`src/design/svmsc_pkg.sv`:
```
package svmsc_pkg;

	localparam int SAMPLE_W    = 16;
	localparam int GAIN_W      = 16;
	localparam int OUT_W       = 16;
	localparam int TALLY_W     = 7;
	localparam int ACC_W       = 38;
	localparam int PSUM_W      = 33;
	localparam int DIGIT_W     = 4;
	localparam int UNITY_SHIFT = 29;
	localparam int QUO_W       = 15;
	localparam int MAX_VOICES_DEF = 64;
	localparam logic [GAIN_W-1:0] GAIN_MAX = GAIN_W'(32768);

	typedef struct packed {
		logic signed [SAMPLE_W-1:0] left_sample;
		logic signed [SAMPLE_W-1:0] right_sample;
		logic [GAIN_W-1:0]          left_gain;
		logic [GAIN_W-1:0]          right_gain;
		logic                       last_voice;
	} voice_t;

	typedef struct packed {
		logic signed [OUT_W-1:0] left_out;
		logic signed [OUT_W-1:0] right_out;
		logic [TALLY_W-1:0]      voices_mixed;
	} mix_t;

endpackage

```
`src/design/svmsc_clip.sv`:
```
module svmsc_clip import svmsc_pkg::*; (
	input  logic                    clk,
	input  logic                    arst_n,
	input  logic                    start,
	input  logic signed [ACC_W-1:0] acc,
	output logic                    done,
	output logic signed [OUT_W-1:0] result
);

	localparam int NUM_W = ACC_W + QUO_W;
	localparam int DIV_W = ACC_W + 1;
	localparam int CNT_W = $clog2(QUO_W);

	typedef enum logic [1:0] {IDLE, PREP, DIV} state_t;

	state_t                  state_q;
	logic                    neg_q;
	logic [ACC_W-1:0]        mag_q;
	logic [DIV_W-1:0]        rem_q;
	logic [DIV_W-1:0]        den_q;
	logic [QUO_W-1:0]        nlo_q;
	logic [QUO_W-1:0]        quo_q;
	logic [CNT_W-1:0]        cnt_q;
	logic                    done_q;
	logic signed [OUT_W-1:0] result_q;

	logic [ACC_W-1:0] abs_acc;
	logic [NUM_W-1:0] num;
	logic [DIV_W-1:0] den;
	logic             below_unity;
	logic [DIV_W:0]   rem2;
	logic [DIV_W:0]   diff;
	logic             ge;
	logic [QUO_W-1:0] q_next;

	function automatic logic signed [OUT_W-1:0] apply_sign(logic neg, logic [QUO_W-1:0] m);
		logic [OUT_W-1:0] w;
		w = {{(OUT_W-QUO_W){1'b0}}, m};
		return neg ? $signed(-w) : $signed(w);
	endfunction

	assign abs_acc     = acc[ACC_W-1] ? ACC_W'(-acc) : ACC_W'(acc);
	assign num         = {mag_q, {QUO_W{1'b0}}} - {{QUO_W{1'b0}}, mag_q};
	assign den         = {1'b0, mag_q} + (DIV_W'(1) << UNITY_SHIFT);
	assign below_unity = mag_q <= (ACC_W'(1) << UNITY_SHIFT);
	assign rem2        = {rem_q, nlo_q[QUO_W-1]};
	assign ge          = rem2 >= {1'b0, den_q};
	assign diff        = rem2 - {1'b0, den_q};
	assign q_next      = {quo_q[QUO_W-2:0], ge};

	always_ff @(posedge clk or negedge arst_n) begin
		if (!arst_n) begin
			state_q <= IDLE;
			done_q  <= 1'b0;
		end else begin
			unique case (state_q)
				IDLE: begin
					if (start) begin
						neg_q   <= acc[ACC_W-1];
						mag_q   <= abs_acc;
						done_q  <= 1'b0;
						state_q <= PREP;
					end
				end
				PREP: begin
					if (below_unity) begin
						result_q <= apply_sign(neg_q,
							num[UNITY_SHIFT+QUO_W-1:UNITY_SHIFT]);
						done_q   <= 1'b1;
						state_q  <= IDLE;
					end else begin
						rem_q   <= {1'b0, num[NUM_W-1:QUO_W]};
						nlo_q   <= num[QUO_W-1:0];
						den_q   <= den;
						quo_q   <= '0;
						cnt_q   <= CNT_W'(QUO_W - 1);
						state_q <= DIV;
					end
				end
				DIV: begin
					rem_q <= ge ? diff[DIV_W-1:0] : rem2[DIV_W-1:0];
					nlo_q <= {nlo_q[QUO_W-2:0], 1'b0};
					quo_q <= q_next;
					cnt_q <= cnt_q - 1'b1;
					if (cnt_q == '0) begin
						result_q <= apply_sign(neg_q, q_next);
						done_q   <= 1'b1;
						state_q  <= IDLE;
					end
				end
				default: state_q <= IDLE;
			endcase
		end
	end

	assign done   = done_q;
	assign result = result_q;

endmodule

```
`src/design/stereo_voice_mixer_soft_clip.sv`:
```
// Channel  Handshake            Word
// voice    voice_valid/stall    voice_t: two samples, two gains, last_voice
// mix      mix_valid/stall      mix_t: two clipped samples, voice count
//
// A voice word is taken in IDLE, then the MAC state passes the gains four bits a cycle into
// the products; a word beyond the voice limit is dropped.
// Closing a frame scales a clip at or below full scale directly, or else runs the
// one-bit-a-cycle divider (15 quotient bits); both channels clip in parallel.
// The mix word sits in an output register; the next frame is taken while it waits,
// and a close holds until that register is free.
// Reset clears the accumulators, the tally and mix_valid, and leaves voice_stall low.
module stereo_voice_mixer_soft_clip import svmsc_pkg::*; #(
	parameter int MAX_VOICES = MAX_VOICES_DEF
) (
	input  logic   clk,
	input  logic   arst_n,
	input  logic   voice_valid,
	output logic   voice_stall,
	input  voice_t voice,
	output logic   mix_valid,
	input  logic   mix_stall,
	output mix_t   mix
);

	localparam int DIG_CNT_W = $clog2(GAIN_W / DIGIT_W);

	typedef enum logic [1:0] {IDLE, MAC, CLIP} state_t;

	state_t                   state_q;
	logic signed [ACC_W-1:0]  acc_l_q, acc_r_q;
	logic [TALLY_W-1:0]       tally_q;
	logic signed [SAMPLE_W-1:0] smp_l_s1, smp_r_s1;
	logic [GAIN_W-1:0]        gain_l_s1, gain_r_s1;
	logic signed [PSUM_W-1:0] psum_l_s1, psum_r_s1;
	logic [DIG_CNT_W-1:0]     digit_s1;
	logic                     last_s1;
	logic                     clip_start_q;
	logic                     mix_valid_q;
	mix_t                     mix_q;

	logic signed [PSUM_W-1:0] psum_l_next, psum_r_next;
	logic                     done_l, done_r;
	logic signed [OUT_W-1:0]  clip_l, clip_r;
	logic                     accept, room, finish;

	function automatic logic [GAIN_W-1:0] sat_gain(logic [GAIN_W-1:0] g);
		return (g > GAIN_MAX) ? GAIN_MAX : g;
	endfunction

	function automatic logic signed [PSUM_W-1:0] step(logic signed [PSUM_W-1:0] p,
		logic signed [SAMPLE_W-1:0] s, logic [DIGIT_W-1:0] d);
		logic signed [SAMPLE_W+DIGIT_W:0] prod;
		prod = s * $signed({1'b0, d});
		return (p <<< DIGIT_W) + PSUM_W'(prod);
	endfunction

	assign psum_l_next = step(psum_l_s1, smp_l_s1, gain_l_s1[GAIN_W-1 -: DIGIT_W]);
	assign psum_r_next = step(psum_r_s1, smp_r_s1, gain_r_s1[GAIN_W-1 -: DIGIT_W]);

	assign voice_stall = (state_q != IDLE);
	assign accept      = voice_valid && !voice_stall;
	assign room        = !mix_valid_q || !mix_stall;
	assign finish      = (state_q == CLIP) && !clip_start_q && done_l && done_r && room;

	svmsc_clip u_clip_l (
		.clk    (clk),
		.arst_n (arst_n),
		.start  (clip_start_q),
		.acc    (acc_l_q),
		.done   (done_l),
		.result (clip_l)
	);

	svmsc_clip u_clip_r (
		.clk    (clk),
		.arst_n (arst_n),
		.start  (clip_start_q),
		.acc    (acc_r_q),
		.done   (done_r),
		.result (clip_r)
	);

	always_ff @(posedge clk or negedge arst_n) begin
		if (!arst_n) begin
			state_q      <= IDLE;
			acc_l_q      <= '0;
			acc_r_q      <= '0;
			tally_q      <= '0;
			clip_start_q <= 1'b0;
			mix_valid_q  <= 1'b0;
		end else begin
			clip_start_q <= 1'b0;
			if (mix_valid_q && !mix_stall)
				mix_valid_q <= 1'b0;
			unique case (state_q)
				IDLE: begin
					if (accept) begin
						smp_l_s1  <= voice.left_sample;
						smp_r_s1  <= voice.right_sample;
						gain_l_s1 <= sat_gain(voice.left_gain);
						gain_r_s1 <= sat_gain(voice.right_gain);
						psum_l_s1 <= '0;
						psum_r_s1 <= '0;
						digit_s1  <= '0;
						last_s1   <= voice.last_voice;
						if (32'(tally_q) < MAX_VOICES) begin
							state_q <= MAC;
						end else if (voice.last_voice) begin
							clip_start_q <= 1'b1;
							state_q      <= CLIP;
						end
					end
				end
				MAC: begin
					psum_l_s1 <= psum_l_next;
					psum_r_s1 <= psum_r_next;
					gain_l_s1 <= gain_l_s1 << DIGIT_W;
					gain_r_s1 <= gain_r_s1 << DIGIT_W;
					digit_s1  <= digit_s1 + 1'b1;
					if (digit_s1 == '1) begin
						acc_l_q <= acc_l_q + ACC_W'(psum_l_next);
						acc_r_q <= acc_r_q + ACC_W'(psum_r_next);
						tally_q <= tally_q + 1'b1;
						if (last_s1) begin
							clip_start_q <= 1'b1;
							state_q      <= CLIP;
						end else begin
							state_q <= IDLE;
						end
					end
				end
				CLIP: begin
					if (finish) begin
						mix_q.left_out     <= clip_l;
						mix_q.right_out    <= clip_r;
						mix_q.voices_mixed <= tally_q;
						mix_valid_q        <= 1'b1;
						acc_l_q            <= '0;
						acc_r_q            <= '0;
						tally_q            <= '0;
						state_q            <= IDLE;
					end
				end
				default: state_q <= IDLE;
			endcase
		end
	end

	assign mix_valid = mix_valid_q;
	assign mix       = mix_q;

endmodule

```
`config.mk`:
```
export PLATFORM = sky130hd
export DESIGN_NAME = stereo_voice_mixer_soft_clip
export DESIGN_NICKNAME = d
export VERILOG_FILES = /design/src/design/svmsc_pkg.sv /design/src/design/svmsc_clip.sv /design/src/design/stereo_voice_mixer_soft_clip.sv
export SDC_FILE = /design/constraint.sdc
export NUM_CORES = 2
export LEC_CHECK = 0
export BUFFER_PORTS_ARGS = -buffer_cell sky130_fd_sc_hd__buf_4
export CAP_MARGIN = 20
export CORE_ASPECT_RATIO = 0.5
export CORE_MARGIN = 10
export CORE_UTILIZATION = 51
export CTS_CLUSTER_SIZE = 8
export DETAILED_ROUTE_END_ITERATION = 8
export PLACE_DENSITY = 0.67
export SYNTH_ARGS = -nofsm -noshare
export SYNTH_HDL_FRONTEND = slang
export SYNTH_SLANG_ARGS = --single-unit
export TNS_END_PERCENT = 10
```
`constraint.sdc`:
```
create_clock -name clk -period 9.3 [get_ports clk]
set_input_delay 2.325 -clock clk [delete_from_list [all_inputs] [get_ports clk]]
set_output_delay 2.325 -clock clk [all_outputs]
set_load 0.03 [all_outputs]
```
==> metrics list <==
- Post-synth top cells: 496 x edfxtp_1, 467 x nand2_1, 461 x inv_1
- Among all stages on the critical path, the largest delay is contributed by inv_1.
- After floorplanning, the core was divided into 76 placement rows.
- Across the VDD grid, the largest voltage drop is 0.000115 V.
* Pin count of the biggest net entering global routing: 118
- Setup violations remaining at the end of the flow were counted as 0.
- Unrepaired setup endpoints after global routing: no
- The detailed router finished its first iteration with 3,069 violations.
- Dividing the synthesized area by the synthesized cell count gives 9.63 sq um.
- HPWL after detailed placement: 87.5 mm
- Counting flops with a built-in enable in the synthesized netlist gives 496.
* GRT Util Overall: 22.8%
- Path type of the worst setup path: register to register
- Maximum fanout along the worst path: 16
* Initial Util: 51.8%
- Total number of vias: 34,700
- For this run, asynchronously set or reset flops after synthesis account for 15.8%.
* Clock Root Buffer: clkbuf_16
- Critical Path Max Stage Delay: 0.64 ns
* Horizontal die dimension: 440 um
- Dividing the detail-routed via count by the number of cells gives 5.82.
- Summed over all cells, the static leakage comes to 21.3 nW.
- The count of nets left with antenna violations once routing finished came out at 0.
- At the worst endpoint, the required time is 9.84 ns.
- Derived from the worst setup path, the maximum achievable clock frequency is 0.124 GHz.
- Power density cells: 116 nW/um^2
- Hold bufs inserted after CTS: 0
- Filler cell count: 7,619
- Top-level I/O count: 110
* Maximum clock skew at final layout: 0.0428 ns
* Worst-case register-to-register setup slack: 1.22 ns
* Share of cells above drive strength 1: 6.02%
- Kind of end point of the critical path: register
- edfxtp_1 is the most common cell in the netlist.
- In this run the tool buffered the top-level ports with 109 buffer cells.
- The die covers 101,000 sq um.
* Final Hold Viols: 0
* First-pass DRT Iterations: 6
* Area occupied by multi-input gates: 25,500 sq um
- After floorplanning, the core was sized to cover 86,700 sq um.
- Warnings, synthesis: 0
- TritonCTS built the clock tree.
- The run finished with clean final reports.
* Sequential cell area in the final layout: 17,200 sq um
* Antenna violations before repair: 1
* Post-Syn Nets: 5,247
- Final nets: 5,316
* Library cell occupying the most area in the post-synthesis netlist: edfxtp_1
- The final layout contains routed wiring with a total length of 117 mm.
- The path class of the tightest hold or removal check is register to register.
- Number of distinct library cell variants in the gate-level netlist after synthesis: 83
- Number of CTS-inserted buffers: 83
* Insertion delay to the later sink of the worst-skew pair: 0.69 ns
- Gpl congestion: 0.934
- Area share of the leading cell type in the synthesized netlist: 33.1%
* DRC violation count after routing: 0
* Synth top area cells: edfxtp_1 33%, ha_1 9.9%, fa_1 6.7%
- The tree built by TritonCTS fans out to 589 sinks.
* Final critical-path required period: 8.08 ns
- Post-CTS resize count: 0
- Cell Area, Synth: 45,000 sq um
- Post-route worst hold slack: 0.412 ns
* GRT overflow: 0
- After layout, the worst path uses 86.9% of the clock period.
* Startpoint kind of the worst setup timing path: register
- Global-route wire length before repair: 188 mm
* Maximum count of clock buffers along a single path: 3
- Wire length per cell: 19.6 um
* Max-capacitance violation count: 0
- Top flip-flop cell by instance count after synthesis: edfxtp_1
- The number of global-route vias before repair came to 33,900.
- The number of setup buffers added after CTS is 0.
* Fin Setup TNS: 0 ns
* CTS HTree Levels: 3
* Share of the yosys chip area belonging to registers: 38.3%
* Synth Instances: 4,671
* Worst path arrival time: 8.62 ns
* Rel. slew slack: 29.1%
* Power after layout: 5.73 mW
* Final slew viol count: 0
* Flop and latch count out of synthesis: 589
* Area Overhead vs Synth: 9.91%
* Floorplan die height: 230 um
- Reg clk slew, reported paths: 0.05 ns
* Transition time at the pin with the least slew margin: 1.06 ns
## where the power goes
group	switching, mW	leakage (nW)	internal [mW]
Combinational	0.0209	14.0	0.0236
Sequential	0	6.12	2.83
Clock	1.20	1.13	1.65
Total	1.22	21.3	4.51
## stage by stage
stage                     worst slack [ns]  instances  cell area (sq um)  utilization (%)
after floorplan                       2.47       4671              45000                -
after global placement                1.60       5821              47000             54.1
after detailed placement              1.33       5821              47000             54.1
after CTS                             1.31       5951              49300             56.9
after global routing                 0.535       5955              49400             57.0
final                                 1.22       5956              49400             57.0
## path summary, 6_finish.rpt
kind | cells past startpoint | startpoint | endpoint
worst min register to register | 0 | u_clip_l.result[1] | mix[24]
max in group asynchronous | 2 | arst_n | acc_r_q[20]
worst max-delay path | 30 | gain_l_s1[12] | acc_l_q[30]
worst min-delay path | 0 | u_clip_l.result[1] | mix[24]
min in group asynchronous | 1 | arst_n | u_clip_r.state_q[0]
worst max register to register | 30 | gain_l_s1[12] | acc_l_q[30]
## registers in the layout (all words and copies together) (netlist names), 29 cells and up
signal          count
acc_l_q            38
u_clip_l.rem_q     39
u_clip_l.den_q     39
psum_l_s1          29
u_clip_l.mag_q     38
u_clip_r.den_q     39
psum_r_s1          29
u_clip_r.rem_q     39
u_clip_r.mag_q     38
mix                39
acc_r_q            38
## cells by family (layout without fill, tap and decap cells)
| family | count (synthesis) | after routing | synth area share, % |
|---|---|---|---|
| buffers and inverters | 614 | 728 | 5.13 |
| adders and majority gates | 507 | 507 | 16.6 |
| xor gates and xnor gates | 415 | 415 | 8.08 |
| other | 0 | 1 | 0 |
| and+or+nand+nor | 1373 | 1373 | 15.1 |
| muxes | 26 | 26 | 0.654 |
| AOI/OAI and AO/OA | 1147 | 1147 | 16.1 |
| DFF | 589 | 589 | 38.3 |
## metal layers
| layer | share of wire, % | global-route usage [%] |
|---|---|---|
| met4 | 1.5 | 4.13 |
| met1 | 49 | 34.7 |
| met2 | 42 | 33.8 |
| met5 | 0 | 0 |
| met3 | 7.3 | 4.05 |
## cell type report
class | instances | share of cell area (%)
antenna | 1 | 0.00506
timing repair buffer | 136 | 2.23
tap | 1170 | 2.96
clock inverter | 6 | 0.225
multi-input combinational | 3468 | 51.7
sequential | 589 | 34.8
inverter | 462 | 3.51
clock buffer | 124 | 4.53
## placed cells by master (no fill, tap or decap), types with 12 or more instances in the layout
cell	instances
nand4_1	51
dfrtp_1	93
nor2_1	243
nand2_1	466
ha_1	355
a211oi_1	30
a22o_1	21
clkbuf_16	83
nor4_1	38
or4_1	28
o41ai_1	25
nand3_1	87
o21bai_1	32
clkbuf_1	40
a21o_1	123
o21ai_0	289
o22ai_1	43
and3_1	28
edfxtp_1	496
o211ai_1	26
o21a_1	43
fa_1	150
o31ai_1	55
or2_2	13
o31a_1	12
xnor2_1	277
inv_1	461
or3_1	29
nand2b_1	57
buf_4	132
a21oi_1	304
mux2i_1	17
xor2_1	138
and2_1	183
a31oi_1	38
nor3_1	61
nor2b_1	37
## critical path: cells and delay by family, from the launching register on
family / cells / cell delay [ns]
flip-flops: 1 / 0.61
buffers and inverters: 3 / 0.75
AND/OR/NAND/NOR: 7 / 0.98
AO/OA/AOI/OAI: 14 / 3.25
XOR/XNOR: 1 / 0.16
adder cells (fa/ha/maj): 5 / 2.22
Power figures use the tool's default switching activity.
